### src/hw/rtl/assert_macros.svh
// Assertion macros shared by the arc point generator RTL.
// Depends on nothing; the using module provides clk and rst_n.
`ifndef ASSERT_MACROS_SVH
`define ASSERT_MACROS_SVH
`ifndef SYNTHESIS
`define APG_ASSERT(lbl, expr, msg) \
  lbl: assert property (@(posedge clk) disable iff (!rst_n) (expr)) else $error(msg);
`define APG_ASSERT_NEXT(lbl, ante, cons, msg) \
  lbl: assert property (@(posedge clk) disable iff (!rst_n) (ante) |=> (cons)) else $error(msg);
`else
`define APG_ASSERT(lbl, expr, msg)
`define APG_ASSERT_NEXT(lbl, ante, cons, msg)
`endif
`endif

### src/hw/rtl/apg_pkg.sv
// Package for the arc point generator: widths, codes, control struct and
// the CORDIC arctangent table. Depends on nothing.
`timescale 1ns / 1ps
`default_nettype none
package apg_pkg;

  localparam int ANGLE_BITS      = 16;
  localparam int MAX_HALF_POINTS = 31;
  localparam int CORDIC_STEPS    = 18;
  localparam int ITER_BITS       = $clog2(CORDIC_STEPS);
  localparam int RADIUS_BITS     = 23;
  localparam int RCNT_BITS       = $clog2(RADIUS_BITS);
  localparam int GAIN_BITS       = 30;
  localparam int PROD_BITS       = RADIUS_BITS + GAIN_BITS;
  localparam int GAIN_SHIFT      = 16;
  localparam int G_BITS          = PROD_BITS - GAIN_SHIFT;
  localparam int DW              = 40;
  localparam int ROUND_BITS      = 14;
  localparam int COORD_BITS      = 24;
  localparam int SPAN_BITS       = 16;
  localparam int HP_BITS         = 5;
  localparam int IDX_BITS        = 6;
  localparam int CFG_INDEX_BITS  = 2;
  localparam int CFG_DATA_BITS   = 23;
  localparam int TURN_BITS       = 32;

  localparam logic [GAIN_BITS-1:0] GAIN_Q30 = GAIN_BITS'(652032874);

  typedef enum logic [CFG_INDEX_BITS-1:0] {
    CFG_ARC_RADIUS,
    CFG_HALF_SPAN,
    CFG_STEP_ANGLE,
    CFG_HALF_POINTS
  } cfg_reg_t;

  typedef enum logic [2:0] {
    ST_IDLE,
    ST_MULT,
    ST_LOAD,
    ST_ITER,
    ST_EMIT
  } state_t;

  typedef struct packed {
    logic                 load;
    logic                 step;
    logic [ITER_BITS-1:0] iter;
  } cordic_ctrl_t;

  function automatic logic [TURN_BITS-1:0] atan_turn(input logic [ITER_BITS-1:0] i);
    logic [TURN_BITS-1:0] a;
    case (i)
      ITER_BITS'(0):  a = 32'd536870912;
      ITER_BITS'(1):  a = 32'd316933406;
      ITER_BITS'(2):  a = 32'd167458907;
      ITER_BITS'(3):  a = 32'd85004756;
      ITER_BITS'(4):  a = 32'd42667331;
      ITER_BITS'(5):  a = 32'd21354465;
      ITER_BITS'(6):  a = 32'd10679838;
      ITER_BITS'(7):  a = 32'd5340245;
      ITER_BITS'(8):  a = 32'd2670163;
      ITER_BITS'(9):  a = 32'd1335087;
      ITER_BITS'(10): a = 32'd667544;
      ITER_BITS'(11): a = 32'd333772;
      ITER_BITS'(12): a = 32'd166886;
      ITER_BITS'(13): a = 32'd83443;
      ITER_BITS'(14): a = 32'd41722;
      ITER_BITS'(15): a = 32'd20861;
      ITER_BITS'(16): a = 32'd10430;
      ITER_BITS'(17): a = 32'd5215;
      default:        a = '0;
    endcase
    return a;
  endfunction

endpackage
`default_nettype wire

### src/hw/rtl/apg_cordic.sv
// Shared CORDIC rotation unit: quadrant preload and one micro-rotation per beat
// of its step control. Depends on apg_pkg.
`timescale 1ns / 1ps
`default_nettype none
module apg_cordic (
  input  logic                                 clk,
  input  apg_pkg::cordic_ctrl_t                ctrl,
  input  logic        [apg_pkg::G_BITS-1:0]    gain,
  input  logic        [apg_pkg::ANGLE_BITS-1:0] angle,
  output logic signed [apg_pkg::DW-1:0]        x_o,
  output logic signed [apg_pkg::DW-1:0]        y_o
);

  localparam int TB = apg_pkg::TURN_BITS;
  localparam int DW = apg_pkg::DW;

  logic        [TB-1:0] turn;
  logic        [TB-1:0] turn_q;
  logic        [1:0]    quad;
  logic signed [TB-1:0] z_init;
  logic signed [DW-1:0] g_s;
  logic signed [DW-1:0] x_init;
  logic signed [DW-1:0] y_init;
  logic signed [DW-1:0] x_r, x_nxt;
  logic signed [DW-1:0] y_r, y_nxt;
  logic signed [TB-1:0] z_r, z_nxt;
  logic signed [DW-1:0] dx;
  logic signed [DW-1:0] dy;
  logic signed [TB-1:0] da;

  assign turn   = {angle, {(TB - apg_pkg::ANGLE_BITS){1'b0}}};
  assign turn_q = turn + {2'b00, 1'b1, {(TB - 3){1'b0}}};
  assign quad   = turn_q[TB-1:TB-2];
  assign z_init = $signed(turn - {quad, {(TB - 2){1'b0}}});
  assign g_s    = $signed({{(DW - apg_pkg::G_BITS){1'b0}}, gain});

  always_comb begin
    case (quad)
      2'd0: begin
        x_init = g_s;
        y_init = '0;
      end
      2'd1: begin
        x_init = '0;
        y_init = g_s;
      end
      2'd2: begin
        x_init = -g_s;
        y_init = '0;
      end
      default: begin
        x_init = '0;
        y_init = -g_s;
      end
    endcase
  end

  assign dx = y_r >>> ctrl.iter;
  assign dy = x_r >>> ctrl.iter;
  assign da = $signed(apg_pkg::atan_turn(ctrl.iter));

  always_comb begin
    x_nxt = x_r;
    y_nxt = y_r;
    z_nxt = z_r;
    if (ctrl.load) begin
      x_nxt = x_init;
      y_nxt = y_init;
      z_nxt = z_init;
    end else if (ctrl.step) begin
      if (!z_r[TB-1]) begin
        x_nxt = x_r - dx;
        y_nxt = y_r + dy;
        z_nxt = z_r - da;
      end else begin
        x_nxt = x_r + dx;
        y_nxt = y_r - dy;
        z_nxt = z_r + da;
      end
    end
  end

  always_ff @(posedge clk) begin
    x_r <= x_nxt;
    y_r <= y_nxt;
    z_r <= z_nxt;
  end

  assign x_o = x_r;
  assign y_o = y_r;

endmodule
`default_nettype wire

### src/hw/rtl/arc_point_generator.sv
// Arc point generator top level: configuration registers, sequencer, serial
// gain multiply and output register. Depends on apg_pkg, apg_cordic and assert_macros.svh.
// An item runs the serial gain multiply, then for each of its 2N + 1 points one preload,
// 18 CORDIC micro-rotations on the shared unit and one emit beat. A new item is taken
// only in idle, after the last point of the previous item has been emitted; a stalled
// output holds the emit state.
// Reset clears the sequencer, the output valid and the configuration registers to their reset values.
`timescale 1ns / 1ps
`default_nettype none
`include "assert_macros.svh"
module arc_point_generator (
  input  logic                                      clk,
  input  logic                                      rst_n,
  input  logic                                      cfg_valid,
  output logic                                      cfg_ready,
  input  logic        [apg_pkg::CFG_INDEX_BITS-1:0] cfg_index,
  input  logic        [apg_pkg::CFG_DATA_BITS-1:0]  cfg_data,
  input  logic                                      in_valid,
  output logic                                      in_ready,
  input  logic        [apg_pkg::SPAN_BITS-1:0]      in_start_angle,
  input  logic signed [apg_pkg::COORD_BITS-1:0]     in_center_x,
  input  logic signed [apg_pkg::COORD_BITS-1:0]     in_center_y,
  output logic                                      out_valid,
  input  logic                                      out_ready,
  output logic signed [apg_pkg::COORD_BITS-1:0]     out_point_x,
  output logic signed [apg_pkg::COORD_BITS-1:0]     out_point_y,
  output logic        [apg_pkg::IDX_BITS-1:0]       out_point_index,
  output logic                                      out_last_point
);

  localparam int AB = apg_pkg::ANGLE_BITS;
  localparam int DW = apg_pkg::DW;
  localparam int CB = apg_pkg::COORD_BITS;
  localparam int PB = apg_pkg::PROD_BITS;
  localparam int HB = apg_pkg::HP_BITS;
  localparam logic signed [DW-1:0] ROUND_HALF = DW'(1 << (apg_pkg::ROUND_BITS - 1));
  localparam logic signed [DW:0]   COORD_MAX  = (DW + 1)'((1 << (CB - 1)) - 1);
  localparam logic signed [DW:0]   COORD_MIN  = -((DW + 1)'(1 << (CB - 1)));
  localparam logic [AB-1:0]        EIGHTH     = AB'(1 << (AB - 3));
  localparam logic [HB-1:0]        HP_MAX     = HB'(apg_pkg::MAX_HALF_POINTS);

  function automatic logic signed [CB-1:0] sat_coord(input logic signed [DW:0] v);
    logic signed [CB-1:0] r;
    if (v > COORD_MAX) begin
      r = {1'b0, {(CB - 1){1'b1}}};
    end else if (v < COORD_MIN) begin
      r = {1'b1, {(CB - 1){1'b0}}};
    end else begin
      r = v[CB-1:0];
    end
    return r;
  endfunction

  logic [apg_pkg::RADIUS_BITS-1:0] radius_r;
  logic [apg_pkg::SPAN_BITS-1:0]   half_span_r;
  logic [apg_pkg::SPAN_BITS-1:0]   step_r;
  logic [HB-1:0]                   half_points_r;

  apg_pkg::state_t       state_r, state_nxt;
  apg_pkg::cordic_ctrl_t cctl;
  logic [apg_pkg::ITER_BITS-1:0] iter_r, iter_nxt;
  logic [apg_pkg::RCNT_BITS-1:0] mul_cnt_r;
  logic [PB-1:0]                 mul_acc_r;
  logic [PB-1:0]                 mcand_r;
  logic [apg_pkg::RADIUS_BITS-1:0] mplier_r;
  logic [AB-1:0]                 angle_r;
  logic signed [CB-1:0]          cx_r;
  logic signed [CB-1:0]          cy_r;
  logic [apg_pkg::IDX_BITS-1:0]  point_cnt_r;

  logic                          out_valid_r;
  logic signed [CB-1:0]          out_x_r;
  logic signed [CB-1:0]          out_y_r;
  logic [apg_pkg::IDX_BITS-1:0]  out_idx_r;
  logic                          out_last_r;

  logic [HB-1:0]                 n_eff;
  logic [apg_pkg::IDX_BITS-1:0]  last_idx;
  logic                          point_last;
  logic                          in_fire;
  logic                          emit_fire;
  logic                          mul_done;
  logic signed [DW-1:0]          cx_o;
  logic signed [DW-1:0]          cy_o;
  logic signed [DW-1:0]          rx;
  logic signed [DW-1:0]          ry;
  logic signed [DW-1:0]          ox;
  logic signed [DW-1:0]          oy;
  logic signed [DW:0]            sum_x;
  logic signed [DW:0]            sum_y;

  assign cfg_ready = 1'b1;

  always_ff @(posedge clk) begin
    if (!rst_n) begin
      radius_r      <= '0;
      half_span_r   <= '0;
      step_r        <= '0;
      half_points_r <= HB'(1);
    end else if (cfg_valid) begin
      unique case (apg_pkg::cfg_reg_t'(cfg_index))
        apg_pkg::CFG_ARC_RADIUS:  radius_r      <= cfg_data[apg_pkg::RADIUS_BITS-1:0];
        apg_pkg::CFG_HALF_SPAN:   half_span_r   <= cfg_data[apg_pkg::SPAN_BITS-1:0];
        apg_pkg::CFG_STEP_ANGLE:  step_r        <= cfg_data[apg_pkg::SPAN_BITS-1:0];
        apg_pkg::CFG_HALF_POINTS: half_points_r <= cfg_data[HB-1:0];
        default: ;
      endcase
    end
  end

  assign n_eff      = (half_points_r > HP_MAX) ? HP_MAX : half_points_r;
  assign last_idx   = {n_eff, 1'b0};
  assign point_last = (point_cnt_r == last_idx);
  assign in_ready   = (state_r == apg_pkg::ST_IDLE);
  assign in_fire    = in_valid && in_ready;
  assign mul_done   = (mul_cnt_r == apg_pkg::RCNT_BITS'(apg_pkg::RADIUS_BITS - 1));

  always_comb begin
    state_nxt = state_r;
    iter_nxt  = iter_r;
    cctl      = '0;
    cctl.iter = iter_r;
    emit_fire = 1'b0;
    unique case (state_r)
      apg_pkg::ST_IDLE: begin
        if (in_valid) begin
          state_nxt = apg_pkg::ST_MULT;
        end
      end
      apg_pkg::ST_MULT: begin
        if (mul_done) begin
          state_nxt = apg_pkg::ST_LOAD;
        end
      end
      apg_pkg::ST_LOAD: begin
        cctl.load = 1'b1;
        iter_nxt  = '0;
        state_nxt = apg_pkg::ST_ITER;
      end
      apg_pkg::ST_ITER: begin
        cctl.step = 1'b1;
        iter_nxt  = iter_r + 1'b1;
        if (iter_r == apg_pkg::ITER_BITS'(apg_pkg::CORDIC_STEPS - 1)) begin
          state_nxt = apg_pkg::ST_EMIT;
        end
      end
      apg_pkg::ST_EMIT: begin
        if (!out_valid_r || out_ready) begin
          emit_fire = 1'b1;
          state_nxt = point_last ? apg_pkg::ST_IDLE : apg_pkg::ST_LOAD;
        end
      end
      default: begin
        state_nxt = apg_pkg::ST_IDLE;
      end
    endcase
  end

  always_ff @(posedge clk) begin
    if (!rst_n) begin
      state_r <= apg_pkg::ST_IDLE;
      iter_r  <= '0;
    end else begin
      state_r <= state_nxt;
      iter_r  <= iter_nxt;
    end
  end

  always_ff @(posedge clk) begin
    if (!rst_n) begin
      mul_cnt_r   <= '0;
      point_cnt_r <= '0;
    end else if (in_fire) begin
      mul_cnt_r   <= '0;
      point_cnt_r <= '0;
    end else begin
      if (state_r == apg_pkg::ST_MULT) begin
        mul_cnt_r <= mul_cnt_r + 1'b1;
      end
      if (emit_fire) begin
        point_cnt_r <= point_cnt_r + 1'b1;
      end
    end
  end

  always_ff @(posedge clk) begin
    if (in_fire) begin
      mul_acc_r <= '0;
      mcand_r   <= PB'(apg_pkg::GAIN_Q30);
      mplier_r  <= radius_r;
      angle_r   <= AB'(in_start_angle) - AB'(half_span_r);
      cx_r      <= in_center_x;
      cy_r      <= in_center_y;
    end else begin
      if (state_r == apg_pkg::ST_MULT) begin
        if (mplier_r[0]) begin
          mul_acc_r <= mul_acc_r + mcand_r;
        end
        mcand_r  <= {mcand_r[PB-2:0], 1'b0};
        mplier_r <= {1'b0, mplier_r[apg_pkg::RADIUS_BITS-1:1]};
      end
      if (emit_fire) begin
        angle_r <= angle_r + AB'(step_r);
      end
    end
  end

  apg_cordic u_cordic (
    .clk   (clk),
    .ctrl  (cctl),
    .gain  (mul_acc_r[PB-1:apg_pkg::GAIN_SHIFT]),
    .angle (angle_r + EIGHTH),
    .x_o   (cx_o),
    .y_o   (cy_o)
  );

  assign rx    = cx_o + ROUND_HALF;
  assign ry    = cy_o + ROUND_HALF;
  assign ox    = rx >>> apg_pkg::ROUND_BITS;
  assign oy    = ry >>> apg_pkg::ROUND_BITS;
  assign sum_x = $signed({ox[DW-1], ox}) + $signed({{(DW + 1 - CB){cx_r[CB-1]}}, cx_r});
  assign sum_y = $signed({oy[DW-1], oy}) + $signed({{(DW + 1 - CB){cy_r[CB-1]}}, cy_r});

  always_ff @(posedge clk) begin
    if (!rst_n) begin
      out_valid_r <= 1'b0;
    end else if (emit_fire) begin
      out_valid_r <= 1'b1;
    end else if (out_ready) begin
      out_valid_r <= 1'b0;
    end
  end

  always_ff @(posedge clk) begin
    if (emit_fire) begin
      out_x_r    <= sat_coord(sum_x);
      out_y_r    <= sat_coord(sum_y);
      out_idx_r  <= point_cnt_r;
      out_last_r <= point_last;
    end
  end

  assign out_valid       = out_valid_r;
  assign out_point_x     = out_x_r;
  assign out_point_y     = out_y_r;
  assign out_point_index = out_idx_r;
  assign out_last_point  = out_last_r;

  `APG_ASSERT_NEXT(a_accept_starts_mult, in_fire,
                   state_r == apg_pkg::ST_MULT && mul_cnt_r == '0,
                   "input beat did not start the gain multiply")
  `APG_ASSERT(a_index_in_run, !out_valid_r || out_idx_r <= last_idx,
              "point index beyond the end of the run")
  `APG_ASSERT(a_iter_bound, state_r != apg_pkg::ST_ITER ||
              iter_r < apg_pkg::ITER_BITS'(apg_pkg::CORDIC_STEPS),
              "CORDIC iteration count out of range")
  `APG_ASSERT_NEXT(a_last_ends_run, emit_fire && point_last,
                   state_r == apg_pkg::ST_IDLE && out_valid_r && out_last_r,
                   "final point did not end the run")
  `APG_ASSERT_NEXT(a_emit_stall, state_r == apg_pkg::ST_EMIT && out_valid_r && !out_ready,
                   state_r == apg_pkg::ST_EMIT,
                   "emit left while the output beat was still pending")

endmodule
`default_nettype wire
### config.mk
export PLATFORM = sky130hd
export DESIGN_NAME = arc_point_generator
export DESIGN_NICKNAME = d
export VERILOG_FILES = /design/src/hw/rtl/apg_pkg.sv /design/src/hw/rtl/apg_cordic.sv /design/src/hw/rtl/arc_point_generator.sv
export VERILOG_INCLUDE_DIRS = /design/src /design/src/hw/rtl
export SDC_FILE = /design/constraint.sdc
export NUM_CORES = 2
export LEC_CHECK = 0
export BUFFER_PORTS_ARGS = -buffer_cell sky130_fd_sc_hd__clkbuf_2
export CAP_MARGIN = 10
export CELL_PAD_IN_SITES_DETAIL_PLACEMENT = 1
export CELL_PAD_IN_SITES_GLOBAL_PLACEMENT = 1
export CORE_MARGIN = 3
export CORE_UTILIZATION = 40
export CTS_CLUSTER_DIAMETER = 120
export DETAILED_ROUTE_END_ITERATION = 7
export PLACE_DENSITY = 0.72
export SYNTH_ARGS = -nofsm -noshare
export SYNTH_HDL_FRONTEND = slang
export SYNTH_SLANG_ARGS = --single-unit
### constraint.sdc
create_clock -name clk -period 5.67 [get_ports clk]
set_clock_uncertainty 0.05 [all_clocks]
set_input_delay 0 -clock clk [delete_from_list [all_inputs] [get_ports clk]]
set_output_delay 0 -clock clk [all_outputs]
set_load 0.03 [all_outputs]
# ---- Word-level counts from Yosys, hierarchy flattened
# Memories as Yosys holds them, arrays and structs flattened. A register that Yosys moved wholly into a read port is not among the register bits.
# Index checks and enable logic that the tools add are counted.
dict set report totals {
  reg_bits 439
  memories 1
  wordCells 119
  ram_bits 0
  romBits 960
  latchBits 0
  input_bits 94
  output_inout_bits 58
}
dict set report classes {
  n_shift 2
  muxes 33
  magnitude_cmp 5
  n_reduce_logical 19
  n_mul 0
  n_addsub 20
  bitwise_logic 1
  n_eq_ne 16
  div_mod_pow 0
}
# name words word_bits read_ports rd_clocked_by_memory_dff wr line_no
set mem_list {}
lappend mem_list {{(no name shown)} 32 30 1 1 0 apg_pkg.sv:52} ;# case (i)
# op count
set ops {}
lappend ops {{$mux 40} 6}
lappend ops {{$pmux 40 s2} 2}
lappend ops {{$mux 32} 3}
lappend ops {{$add 40x15->40 const B} 2}
lappend ops {{$add 40x40->40} 2}
lappend ops {{$sshr 40x5->40} 2}
lappend ops {{$sub 40x40->40} 2}
lappend ops {{$sub 32x32->32} 2}
lappend ops {{$add 26x24->27} 2}
lappend ops {{$gt 27x24->1 const B} 2}
lappend ops {{$lt 27x24->1 const B} 2}
lappend ops {{$add 53x53->53} 1}
lappend ops {{$mux 24} 2}
lappend ops {{$mux 23} 2}
lappend ops {{$neg 37->40} 1}
lappend ops {{$add 32x30->32 const B} 1}
lappend ops {{$add 32x32->32} 1}
lappend ops {{$mux 16} 2}
lappend ops {{$add 16x14->16 const B} 1}
lappend ops {{$add 16x16->16} 1}
lappend ops {{$sub 16x16->16} 1}
lappend ops {{$mux 5} 3}
lappend ops {{$pmux 3 s5} 1}
lappend ops {{$mux 3} 4}
lappend ops {{24 further kinds} 48}

# ---- Logic depth before layout (Yosys ltp)
dict set report depth {
  word_depth 6
  ltp_mapped 30
  mapped_depth_nobuf 24
}

# ---- By module
# Synthesis repeated with hierarchy kept, for this count alone.
dict set report unflattened {
  hier_cells 4500
  hier_area_um2 38673.3
}
# mod cells_per_inst area_per_inst_um2 instances seq_area_each_um2
set modules_own_cells {}
lappend modules_own_cells {arc_point_generator 2220 19535.0 1 7947.6}
lappend modules_own_cells {apg_cordic 2280 19138.4 1 3363.2}

# ---- Worst setup path after synthesis
# OpenSTA, ideal clock, no wires.
dict set report synth_timing {
  path_type {register -> register}
  from {reg iter_r[0] (netlist name)}
  to {reg u_cordic.x_r[36], in the netlist u_cordic.x_o[36], data pin}
  setup_time_ns 0.271
  arrival_time_ns 5.661
  path_slack_ns -0.312
  path_stages_with_launch 27
  required_ns 5.349
  period_less_slack_ns 5.982
  n_path_buf 5
  cell_sequence {dfxtp_1 buf_6 buf_6 buf_6 buf_4 mux2i_1 mux2i_1 a32o_1 or4b_4 nor4b_4 nand2_2 nor4_4 nor2_1 xnor2_1 ha_1 clkbuf_1 a21o_1 a21o_1 a21oi_1 o21a_1 o21ai_0 nor4b_1 o31ai_1 or4_1 a31oi_1 xor2_1 o22ai_1}
}
dict set report synth_via {
  elab_chain_cells 5
  word_cells_on_any_way 6
  classes_between {add/sub: 2; shift: 1; mux: 3}
}
# item line_no
set synth_rtl {}
lappend synth_rtl {{start: declaration} arc_point_generator.sv:61} ;# logic [apg_pkg::ITER_BITS-1:0] iter_r, iter_nxt;
lappend synth_rtl {{start signal: assignment} arc_point_generator.sv:165} ;# iter_r <= iter_nxt;
lappend synth_rtl {{$sshr 40x5->40 *} apg_cordic.sv:58} ;# assign dx = y_r >>> ctrl.iter;
lappend synth_rtl {{$sub 40x40->40 or $add 40x40->40 (tied branches)} {apg_cordic.sv:72, apg_cordic.sv:76}}
lappend synth_rtl {{$mux 40 *} apg_cordic.sv:71} ;# if (!z_r[TB-1]) begin
lappend synth_rtl {{$mux 40 *} apg_cordic.sv:70} ;# end else if (ctrl.step) begin
lappend synth_rtl {{$mux 40 *} apg_cordic.sv:66} ;# if (ctrl.load) begin
lappend synth_rtl {{named net u_cordic.x_nxt[36]} apg_cordic.sv:24} ;# logic signed [DW-1:0] x_r, x_nxt;
lappend synth_rtl {{end signal: assignment} apg_cordic.sv:84} ;# x_r <= x_nxt;
lappend synth_rtl {{end: declaration} apg_cordic.sv:24}
# The timed path passes the listed nets; every way through them passes the cells marked *. The select of a mux whose other input is x is not followed.
# A chain may end at the register's enable or synchronous reset.

# ---- Worst setup path in the final report
dict set report layout_timing {
  from {reg iter_r[0] (netlist name)}
  to {reg u_cordic.x_r[34], in the netlist u_cordic.x_o[34], data pin}
}
# Same word-level chain as after synthesis.

==> summary.md <==
| Metric | Value |
|---|---|
| Outcome | `finished, violations left` |
| Failing checks | `setup timing` |
| Vias post-DR | `approximately 42000` |
| Worst hold slack | `a little over 0.03 ns` |
| Initial Utilization | `40.7%` |
| Worst path arrival time | `6.41 ns` |
| Most common cell after layout, fill and taps aside | `buf_4` |
| Rel. slew slack | `11.1%` |
| Post-synth EDFFs | `around 250` |
| Placer Congestion | `approximately 1.0` |
| Inserted Clock Buffers | `roughly 60` |
| Area grow syn2layout | `35.1%` |
| Switching pwr | `between 3 and 4 mW` |
| Rows | `114` |
| Post-Layout Cell Count | `6925` |
| Flop pwr share | `about two fifths` |
| Post-synth ARST share | `0%` |
| Final Critical Period | `just over 6 ns` |
| Clock latency on the worst-skew pair | `0.70 ns` |
| Net Count, Synth | `4962` |
| Largest net degree at the start of global routing | `75` |
| Mean number of vias per cell | `6.04` |
| CP most frequent cell | `buf_4` |
| Max FO, Critical Path | `7` |
| Die H | `321 um` |
| Fin. max-slew vios | `0` |
| CP peak stage delay | `0.53 ns` |
| Tot GR Track Use | `roughly 33%` |
| Max Buffers Root-to-Sink | `3` |
| Final ANT Viol Nets | `0` |
| Critical Path Start | `iter_r[0]` |
| CP Class | `reg -> reg` |
| Clock share of power | `roughly two fifths` |
| Peak supply drop | `about 0.25 mV` |
| CP max stage cell | `mux4_2` |
| Worst-Margin Slew | `~1.3 ns` |
| Fraction of layout cells with a size suffix above 1 | `28.4%` |
| Startpoint types | `register` |
| CTS clock-pin slew for the worst setup and hold paths | `0.07 ns` |
| H-tree levels | `2` |
| RSZ-0062 raised after global routing | `yes` |
| RR Startpoint | `iter_r[0]` |
| Placed cell count | `6528` |
| Nets | `5964` |
| Most frequent cells in the layout | `809 x buf_4, 611 x nand2_1, 332 x a21oi_1` |
| Core Region | `0.0976 mm2` |
| Final hold violations | `0` |
| P_leak | `roughly 23 nW` |
| HP Start | `in_center_y[9]` |
| CTS Sinks | `468` |
| Max-cap viol count | `0` |
| Final Worst Setup Slack | `-0.378 ns` |
| # IOs | `152` |
| Iter 0 DRT Violations | `roughly 3500` |
| Ys flop type | `edfxtp_1` |
| Total gr overflow | `0` |
| Switching Share | `between 30% and 40%` |
| Syn Area/Cell | `between 8 and 9 um2` |
| Comb power frac | `20.4%` |
| Post-synthesis cell type count | `roughly 100` |
| Mapped Area | `0.0397 mm2` |
| DP Area | `approximately 0.047 mm2` |
| Register area share after synthesis | `roughly 30%` |
| # DRC | `0` |
| HPWL after DPL | `130000 um` |
| CTS tree | `done` |
| Final instance area | `0.0537 mm2` |
| Drt total wl | `about 180000 um` |
| Synth warn | `0` |
| Die Wd | `between 300 and 400 um` |
| CP required | `6.03 ns` |
| Die area | `between 0.1 and 0.15 mm2` |
| Total power | `9.85 mW` |
| Number of cells produced by synthesis | `around 4600` |
| Fmax | `165 MHz` |
| Root buf cell | `clkbuf_16` |
| P per Cell Area | `184 mW/mm2` |
| Initial antenna violation count | `5` |
| Drt first pass iters | `5` |
| IO Port Bufs | `150` |
| Setup TNS | `-5.59 ns` |
| Routed len/inst | `25.8 um` |
| First-pass GRT wire length | `264000 um` |
| Yosys reg bits | `468` |
| Vias in the first global route | `42992` |
| Worst min path class | `in -> reg` |
| Internal power | `6.72 mW` |
| Final setup vio count | `29` |
| Period Utilization, post-route | `107%` |
| Crit. End Element | `register` |
==> area by class of cell <==
cell class,instances,area (um2)
Antenna cell,5,12.5
Clock buffer,87,1790
Clock inverter,24,251
Fill cell,11250,43900
Inverter,134,515
Multi-Input combinational cell,3722,27900
Sequential cell,468,11900
Tap cell,1276,1600
Timing Repair Buffer,1209,9670
==> path summary, 6_finish.rpt <==
path                           end  slack, ns  depth (start not counted)
setup / recovery  u_cordic.x_o[34]      -0.38                         28
hold / removal             cy_r[9]       0.03                          2
setup reg to reg  u_cordic.x_o[34]      -0.38                         28
hold reg to reg       mul_acc_r[8]       0.41                          2
==> cells in the mapped netlist, types with 38 or more instances <==
master	count	area, um2
and3_1	50	313
a21oi_1	371	1860
inv_1	130	488
nor2_1	331	1240
nor2b_1	49	307
nor3_1	89	445
dfxtp_1	214	4280
xnor2_1	214	1870
a31oi_1	54	338
nand2b_1	56	350
a21boi_0	69	518
mux2i_1	106	1060
and2_1	44	275
mux4_2	72	1620
o21bai_1	38	285
a21o_1	129	968
clkbuf_1	184	691
nand2_1	618	2320
mux2_2	66	743
edfxtp_1	254	7630
nand4_1	39	244
o21ai_0	224	1120
ha_1	268	3350
o22ai_1	91	569
nand3_1	101	505
xor2_1	189	1660
==> per-layer routing <==
metal | share of wire [%] | track usage, % | vias to the layer above | routed length, um
met2 | 46 | 54.1 | 1569 | 82500
met5 | 0 | 0 | - | 0
met3 | 6.1 | 4.23 | 428 | 10900
met4 | 5.9 | 16.9 | 0 | 10600
li1 | - | - | 18843 | -
met1 | 42 | 42.6 | 20959 | 74900
==> power groups by stage <==
stage	clock [mW]	sequential [mW]	combinational (mW)
3_5_place_dp	0	3.94	1.87
6_report	3.97	3.87	2.01
5_1_grt	4.18	3.89	2.16
3_3_place_gp	0	3.93	1.81
4_1_cts	4.03	3.87	1.97
2_1_floorplan	0	3.89	1.21
==> flip-flops by register name, summed over array words and instances (netlist names), 6 cells and up <==
register	flops
mul_acc_r	52
cy_r	24
radius_r	23
mplier_r	23
mcand_r	52
u_cordic.da	30
point_cnt_r	6
step_r	16
half_span_r	16
out_point_index	6
out_point_x	24
u_cordic.y_o	40
u_cordic.x_o	40
out_point_y	24
u_cordic.z_r	32
angle_r	16
cx_r	24
==> stage by stage <==
stage / setup slack (ns) / utilization [%]
after floorplan: 0.0128 / -
after global placement: -0.610 / 48.2
after detailed placement: -0.653 / 48.2
after CTS: -0.250 / 53.8
after global routing: -0.498 / 55.0
final: -0.378 / 55.0
==> timing repair <==
action                                 in CTS  in global routing
hold buffers                              169                  0
resized for setup                         236                176
buffers inserted                           72                 58
setup endpoints to repair                  44                 65
pin swaps                                 120                125
endpoints found under the hold margin     138                  0
cloned                                      3                  0
==> critical path: cells and delay by family, from the launching register on <==
kind / cells / cell delay (ns)
fa+ha+maj: 1 / 0.34
xor+xnor: 2 / 0.37
mux: 2 / 0.81
simple gates: 9 / 1.32
flops: 1 / 0.40
buf+inv: 9 / 1.38
compound gates: 5 / 1.09
==> kinds of logic (layout without fill, tap and decap cells) <==
group | after synthesis | after routing | synth area share [%]
buffers and inverters | 402 | 1454 | 4.30
XOR/XNOR | 403 | 403 | 8.88
adder cells (fa/ha/maj) | 277 | 277 | 8.86
flip-flops | 468 | 468 | 30.0
AND/OR/NAND/NOR | 1506 | 1506 | 17.8
AO/OA/AOI/OAI | 1275 | 1275 | 20.6
multiplexers | 260 | 260 | 9.64
other | 1 | 6 | 0.00943
Power figures use the tool's default switching activity.
